File: src/rtl/core/sfp_pkg.sv
// Shared constants, word types and controller codes of the spatial footprint prefetcher.
package sfp_pkg;

  localparam int ADDR_W          = 48;
  localparam int REGION_BLOCKS   = 32;
  localparam int BLOCK_BYTES     = 64;
  localparam int ACTIVE_ENTRIES  = 16;
  localparam int PATTERN_ENTRIES = 1024;
  localparam int PATTERN_WAYS    = 8;
  localparam int STAMP_W         = 32;

  localparam int OFF_W   = $clog2(REGION_BLOCKS);
  localparam int BOFF_W  = $clog2(BLOCK_BYTES);
  localparam int PAGE_W  = ADDR_W - OFF_W - BOFF_W;
  localparam int AIDX_W  = $clog2(ACTIVE_ENTRIES);
  localparam int WAY_W   = $clog2(PATTERN_WAYS);
  localparam int NUM_SETS = (PATTERN_ENTRIES / PATTERN_WAYS) > 0 ?
                            (PATTERN_ENTRIES / PATTERN_WAYS) : 1;
  localparam int SET_W   = $clog2(NUM_SETS);
  localparam int SLOT_W  = SET_W + WAY_W;
  localparam int VOTE_W  = $clog2(PATTERN_WAYS + 1);
  localparam int THR_NUM = 20;
  localparam int THR_DEN = 100;

  typedef struct packed {
    logic              has_pc;
    logic [ADDR_W-1:0] access_pc;
    logic [ADDR_W-1:0] access_addr;
  } in_word_t;

  typedef struct packed {
    logic [ADDR_W-1:0] prefetch_addr;
    logic              last_of_run;
  } out_word_t;

  typedef struct packed {
    logic                     valid;
    logic [ADDR_W-1:0]        pc;
    logic [PAGE_W-1:0]        page;
    logic [OFF_W-1:0]         off;
    logic [REGION_BLOCKS-1:0] fp;
  } pat_entry_t;

  typedef enum logic [3:0] {
    S_CLEAR,
    S_IDLE,
    S_ASCAN,
    S_ADECIDE,
    S_VREAD,
    S_VCHECK,
    S_VWRITE,
    S_PREAD,
    S_PCHECK,
    S_REFRESH,
    S_PRED,
    S_EMIT
  } state_t;

  typedef struct packed {
    logic idle;
    logic clear_step;
    logic load;
    logic ascan_step;
    logic a_commit;
    logic v_read;
    logic v_check;
    logic v_commit;
    logic p_read;
    logic p_check;
    logic refresh_step;
    logic pred_load;
    logic emit;
  } cmd_t;

  typedef struct packed {
    logic clear_done;
    logic ascan_last;
    logic a_resolved;
    logic way_last;
    logic p_exact;
    logic refresh_last;
    logic pend_any;
  } status_t;

endpackage

File: src/rtl/core/sfp_ctrl.sv
// Sequencing state machine of the spatial footprint prefetcher.
module sfp_ctrl (
  input  logic              clk,
  input  logic              rst,
  input  logic              in_valid,
  input  logic              in_has_pc,
  input  sfp_pkg::status_t  st,
  output sfp_pkg::cmd_t     cmd
);

  sfp_pkg::state_t state, state_next;

  always_ff @(posedge clk) begin
    if (rst) begin
      state <= sfp_pkg::S_CLEAR;
    end else begin
      state <= state_next;
    end
  end

  always_comb begin
    state_next = state;
    unique case (state)
      sfp_pkg::S_CLEAR:   if (st.clear_done) state_next = sfp_pkg::S_IDLE;
      sfp_pkg::S_IDLE:    if (in_valid && in_has_pc) state_next = sfp_pkg::S_ASCAN;
      sfp_pkg::S_ASCAN:   if (st.ascan_last) state_next = sfp_pkg::S_ADECIDE;
      sfp_pkg::S_ADECIDE: begin
        state_next = st.a_resolved ? sfp_pkg::S_PREAD : sfp_pkg::S_VREAD;
      end
      sfp_pkg::S_VREAD:   state_next = sfp_pkg::S_VCHECK;
      sfp_pkg::S_VCHECK: begin
        state_next = st.way_last ? sfp_pkg::S_VWRITE : sfp_pkg::S_VREAD;
      end
      sfp_pkg::S_VWRITE:  state_next = sfp_pkg::S_PREAD;
      sfp_pkg::S_PREAD:   state_next = sfp_pkg::S_PCHECK;
      sfp_pkg::S_PCHECK: begin
        state_next = (st.p_exact || st.way_last) ? sfp_pkg::S_REFRESH : sfp_pkg::S_PREAD;
      end
      sfp_pkg::S_REFRESH: if (st.refresh_last) state_next = sfp_pkg::S_PRED;
      sfp_pkg::S_PRED:    state_next = sfp_pkg::S_EMIT;
      sfp_pkg::S_EMIT:    if (!st.pend_any) state_next = sfp_pkg::S_IDLE;
      default:            state_next = sfp_pkg::S_IDLE;
    endcase
  end

  always_comb begin
    cmd              = '0;
    cmd.idle         = (state == sfp_pkg::S_IDLE);
    cmd.clear_step   = (state == sfp_pkg::S_CLEAR);
    cmd.load         = (state == sfp_pkg::S_IDLE) && in_valid && in_has_pc;
    cmd.ascan_step   = (state == sfp_pkg::S_ASCAN);
    cmd.a_commit     = (state == sfp_pkg::S_ADECIDE) && st.a_resolved;
    cmd.v_read       = (state == sfp_pkg::S_VREAD);
    cmd.v_check      = (state == sfp_pkg::S_VCHECK);
    cmd.v_commit     = (state == sfp_pkg::S_VWRITE);
    cmd.p_read       = (state == sfp_pkg::S_PREAD);
    cmd.p_check      = (state == sfp_pkg::S_PCHECK);
    cmd.refresh_step = (state == sfp_pkg::S_REFRESH);
    cmd.pred_load    = (state == sfp_pkg::S_PRED);
    cmd.emit         = (state == sfp_pkg::S_EMIT);
  end

endmodule

File: config.mk
export PLATFORM = sky130hd
export DESIGN_NAME = sfp_ctrl
export DESIGN_NICKNAME = d
export VERILOG_FILES = /design/src/rtl/core/sfp_pkg.sv /design/src/rtl/core/sfp_ctrl.sv
export SDC_FILE = /design/constraint.sdc
export NUM_CORES = 1
export LEC_CHECK = 0
export BUFFER_PORTS_ARGS = -buffer_cell sky130_fd_sc_hd__buf_2
export CORE_AREA = 2 2 39 41
export DETAILED_ROUTE_END_ITERATION = 8
export DIE_AREA = 0 0 41 43
export GPL_TIMING_DRIVEN = 1
export MAX_ROUTING_LAYER = met4
export PLACE_DENSITY = 0.66
export REMOVE_ABC_BUFFERS = 1
export SYNTH_ARGS = -nofsm -noshare
export SYNTH_HDL_FRONTEND = slang
export SYNTH_SLANG_ARGS = --single-unit
File: constraint.sdc
create_clock -name clk -period 2.1 [get_ports clk]
set_input_delay 0.315 -clock clk [delete_from_list [all_inputs] [get_ports clk]]
set_output_delay 0.315 -clock clk [all_outputs]
set_load 0.02 [all_outputs]
==> results.json, run 1 <==
{
  "yosysSeqAreaShare": 0.163,
  "gp_congestion": 0.791,
  "hold_viol_final": 0,
  "grt_max_degree": 16,
  "drv_slew": 0,
  "grt.overflow.total": 0,
  "synth_cells": 69,
  "worstHoldStart": "rst",
  "grt_setup_unrepaired": "false",
  "crit_fanout": 15,
  "stdcell_count": 108,
  "regMostFlops": "state",
  "n_antenna_cell": 0,
  "placedInstanceArea_um2": 617,
  "place_ws_ns": 0.321,
  "setup_viol": 0,
  "vias_per_cell": 5.24,
  "cts_tree": "yes",
  "coreArea_um2": 1380,
  "slowest_stage": "dfxtp_1",
  "via_count": 566,
  "antenna_found_initial": 0,
  "worst_slew_pin_slew_ns": 0.518,
  "syn_area_um2": 492,
  "skew_ns": 0.00481,
  "die_w_um": 41,
  "synthToLayoutAreaGrowth_pct": 30.0,
  "numPortBuffers": 23,
  "grt_pass1_vias": 515,
  "start_util": 0.355,
  "cap_viol_max_count": 0,
  "drive_above_1_share": 0.348,
  "biggestRegsByFlops": "state (4)",
  "clock-root-buffer": "clkbuf_4",
  "route.detailed.drc": 0,
  "fin_crit_ns": 1.78,
  "synth_cell_type_count": 34,
  "min_path_type": "input port to flop",
  "worstPathCellList": "and2b_1, a2111oi_4, a2111oi_0, o221a_1",
  "setup_ws_ns": 0.320,
  "antenna_left": 0,
  "wl_per_cell_um": 11.1,
  "holdBufCountCts": 0,
  "cts_resized": 0,
  "final_common_cell": "buf_2",
  "nNetsFinal": 105,
  "criticalPathCategory": "flop to flop",
  "ys_warn_count": 0,
  "grtUsageTotal": 0.180,
  "die_h_um": 43,
  "reg2reg_from": "state[1]",
  "final_cell_mix": "23 x buf_2, 11 x nor2_1, 6 x nor3_1",
  "cp.arrival_ns": 1.92,
  "dp_cells": 105,
  "postSynthAreaPerCell_um2": 7.13,
  "crit_path_start_kind": "flop",
  "powerDensity_nw_per_um2": 987,
  "wirelength_um": 1200,
  "endpoint_kind": "flop",
  "cts-buffers-inserted": 3,
  "max_slew_margin": 0.654,
  "first_pass_iters": 4,
  "post-cts-setup-buffer-count": 0,
  "cts_max_level": 1,
  "tns_ns": 0,
  "max-vdd-ir-drop_mv": 0.659,
  "fin_area_um2": 639,
  "status": "finished clean",
  "io_pins": 24,
  "cp.required_ns": 2.24,
  "synth_seq_cells": 4,
  "crit_path_start": "state[1]",
  "largest_register_ff_count": 4,
  "initialDrtViolationCount": 5,
  "rows": 14,
  "post-dp-hpwl_um": 929,
  "clkSlewWorstSetupHoldPaths_ns": 0.04,
  "cts.path.max_buffers": 2,
  "cp_slowest_stage_delay_ns": 0.64,
  "clkLatencyLatePin_ns": 0.25,
  "cts.sinks": 4,
  "fmax_mhz": 562,
  "p_leak_nw": 0.310,
  "whs_ns": 0.298,
  "fp.dieArea_um2": 1760,
  "fin_crit_sh": 0.848,
  "grt_pass1_wl_um": 2120
}
-- per-stage QoR --
| step | power [mW] | utilization |
|---|---|---|
| after floorplan | 0.418 | - |
| after global placement | 0.529 | 0.446 |
| final | 0.631 | 0.462 |
| after CTS | 0.636 | 0.462 |
| after global routing | 0.696 | 0.462 |
| after detailed placement | 0.531 | 0.446 |
-- area by class of cell --
| type | count | area [µm²] |
|---|---|---|
| timing repair buffer | 26 | 138 |
| tap | 16 | 20.0 |
| inverter | 3 | 11.3 |
| sequential | 4 | 80.1 |
| multi-input combinational | 56 | 368 |
| fill | 151 | 744 |
| clock buffer | 3 | 22.5 |
-- power by group --
group / internal [mW] / switching [mW]
Sequential: 0.0966 / 0.0571
Combinational: 0.166 / 0.211
Clock: 0.0642 / 0.0365
Total: 0.327 / 0.304
-- cells in the mapped netlist --
library cell	n	area (µm²)
nand2b_1	2	12.5
o21bai_1	1	7.51
a2111oi_0	1	8.76
nor2_1	11	41.3
o22a_1	1	8.76
o2111ai_1	1	8.76
nor3b_1	1	7.51
a21oi_1	1	5.00
and2_0	1	6.26
nand2b_4	1	13.8
and3_1	1	6.26
dfxtp_1	4	80.1
nor2b_1	3	18.8
o22ai_1	2	12.5
a311oi_1	1	8.76
and2b_1	2	15.0
nor3_1	6	30.0
o211a_1	1	10.0
and3b_1	1	8.76
or2_1	1	6.26
o31ai_1	2	15.0
a2111oi_4	1	27.5
a2111oi_2	1	15.0
o21ai_0	2	10.0
a21boi_0	1	7.51
clkbuf_1	3	11.3
or3_1	2	12.5
nand2_1	5	18.8
nor4_1	1	6.26
o21a_1	1	7.51
buf_6	1	11.3
inv_1	3	11.3
buf_2	2	10.0
o221a_1	1	11.3
-- worst paths after layout --
check	end	slack (ns)	cells past startpoint
max	state[1]	0.32	4
min	state[2]	0.30	2
max reg2reg	state[1]	0.32	4
min reg2reg	state[0]	0.77	2
-- worst max-delay path: cells and delay by family (launching register included) --
family | cells | cell delay [ns]
compound gates | 3 | 0.76
flops | 1 | 0.64
simple gates | 1 | 0.27
-- layer usage --
metal | wire [µm] | GRT usage
met3 | 72 | 0.0628
met1 | 546 | 0.230
met5 | 0 | -
met4 | 19 | 0.0867
met2 | 564 | 0.247
-- cells by family (layout without fill, tap and decap cells) --
| logic type | Yosys count | after routing | synth area share |
|---|---|---|---|
| buffers and inverters | 9 | 32 | 0.0891 |
| and+or+nand+nor | 38 | 38 | 0.415 |
| AOI/OAI and AO/OA | 18 | 18 | 0.333 |
| DFF | 4 | 4 | 0.163 |
Power figures use the tool's default switching activity.
==> inputs of run 2 (changes only) <==
- clock period: 2.1 -> 1.8 ns (I/O delays scaled with it)
==> results.json, run 2 (same netlist as run 1, synthesis figures left out) <==
{
  "status": "finished clean",
  "cp.arrival_ns": 1.85,
  "clock-root-buffer": "clkbuf_4",
  "max_slew_margin": 0.693,
  "whs_ns": 0.263,
  "pwr-share-comb": 0.651,
  "fin_crit_sh": 0.933,
  "die_w_um": 41,
  "clkSlewWorstSetupHoldPaths_ns": 0.03,
  "cts_max_level": 1,
  "drive_above_1_share": 0.396,
  "min_path_type": "input port to flop",
  "powerDensity_nw_per_um2": 1170,
  "grt_pass1_wl_um": 2090,
  "grtUsageTotal": 0.174,
  "worstPathCellList": "buf_4, o21bai_1, o2111ai_1, a2111oi_0, o221a_1",
  "place_ws_ns": -0.0258,
  "nNetsFinal": 109,
  "criticalPathCategory": "flop to flop",
  "coreArea_um2": 1380,
  "post-route-util": 0.486,
  "fmax_mhz": 595,
  "clockPowerShare": 0.138,
  "via_count": 581,
  "fin_area_um2": 672,
  "cts-buffers-inserted": 3,
  "reg2reg_slack_ns": 0.12,
  "die_h_um": 43,
  "fin_crit_ns": 1.68,
  "clkLatencyLatePin_ns": 0.23,
  "hold_viol_final": 0,
  "antenna_left": 0,
  "regMostFlops": "state",
  "p_int_mw": 0.420,
  "vias_per_cell": 5.19,
  "nFillCells": 150,
  "first_pass_iters": 4,
  "p_leak_nw": 0.332,
  "stdcell_count": 112,
  "setup_ws_ns": 0.120,
  "placedInstanceArea_um2": 647,
  "cts_resized": 1,
  "antenna_found_initial": 0,
  "wl_per_cell_um": 11.2,
  "start_util": 0.355,
  "holdBufCountCts": 0,
  "n_antenna_cell": 0,
  "final_cell_mix": "23 x buf_2, 11 x nor2_1, 7 x buf_4",
  "grt_setup_unrepaired": "false",
  "cap_viol_max_count": 0,
  "initialDrtViolationCount": 12,
  "rows": 14,
  "post-dp-hpwl_um": 1020,
  "p_seq_frac": 0.211,
  "worst_slew_pin_slew_ns": 0.449,
  "synthToLayoutAreaGrowth_pct": 36.6,
  "wirelength_um": 1260,
  "largest_register_ff_count": 4,
  "grt_pass1_vias": 532,
  "io_pins": 24,
  "numPortBuffers": 23,
  "post-cts-setup-buffer-count": 0,
  "max-vdd-ir-drop_mv": 0.555,
  "switching_share": 0.463,
  "crit_fanout": 11,
  "crit_path_start_kind": "flop",
  "dp_cells": 109,
  "cts.path.max_buffers": 2,
  "drv_slew": 0,
  "slowest_stage": "a2111oi_0",
  "grt_max_degree": 13,
  "final_common_cell": "buf_2",
  "fp.dieArea_um2": 1760,
  "skew_ns": 0.000172,
  "grt.overflow.total": 0,
  "route.detailed.drc": 0,
  "gp_congestion": 0.887,
  "switchingPower_mw": 0.363,
  "endpoint_kind": "flop",
  "biggestRegsByFlops": "state (4)",
  "cp_slowest_stage_delay_ns": 0.47,
  "setup_viol": 0,
  "cts.sinks": 4,
  "cts_tree": "yes",
  "cp.required_ns": 1.97
}
[run 2: area by class of cell]
type	count	area (µm²)	share of cell area
repair buffers	30	168	0.250
well taps	16	20.0	0.0298
multi-input cells	56	368	0.547
flip-flops and latches	4	82.6	0.123
inverters	3	11.3	0.0168
clock buffers	3	22.5	0.0335
[run 2: metal layers]
metal  wire length, µm  share of wire  vias to the layer above  global-route usage
met2               633           0.50                       15               0.250
li1                  -              -                      306                   -
met3                65          0.052                        0              0.0628
met1               556           0.44                      260               0.227
met4                 0              0                        0              0.0400
met5                 0              0                        -                   -
[run 2: worst max-delay path, delay by kind of cell (launching register included)]
kind / cells / cell delay (ns)
buf+inv: 1 / 0.19
compound gates: 4 / 0.99
flops: 1 / 0.44
[run 2: path summary, 6_finish.rpt]
check	start	depth (start not counted)	to
worst min-delay path	rst	2	state[2]
worst min register to register	state[1]	1	state[1]
worst max-delay path	state[1]	5	state[1]
worst max register to register	state[1]	5	state[1]
[run 2: power groups by stage]
| stage | Sequential [mW] | Combinational, mW | Clock, mW |
|---|---|---|---|
| after floorplan | 0.168 | 0.319 | 0 |
| after global placement | 0.165 | 0.506 | 0 |
| after detailed placement | 0.165 | 0.514 | 0 |
| after CTS | 0.165 | 0.515 | 0.112 |
| after global routing | 0.173 | 0.558 | 0.123 |
| final | 0.165 | 0.510 | 0.108 |
[run 2: per-stage QoR]
stage | power (mW) | setup TNS [ns]
3_5_place_dp | 0.679 | -0.0258
6_report | 0.783 | 0
5_1_grt | 0.853 | 0
2_1_floorplan | 0.487 | 0
3_3_place_gp | 0.671 | 0
4_1_cts | 0.791 | 0
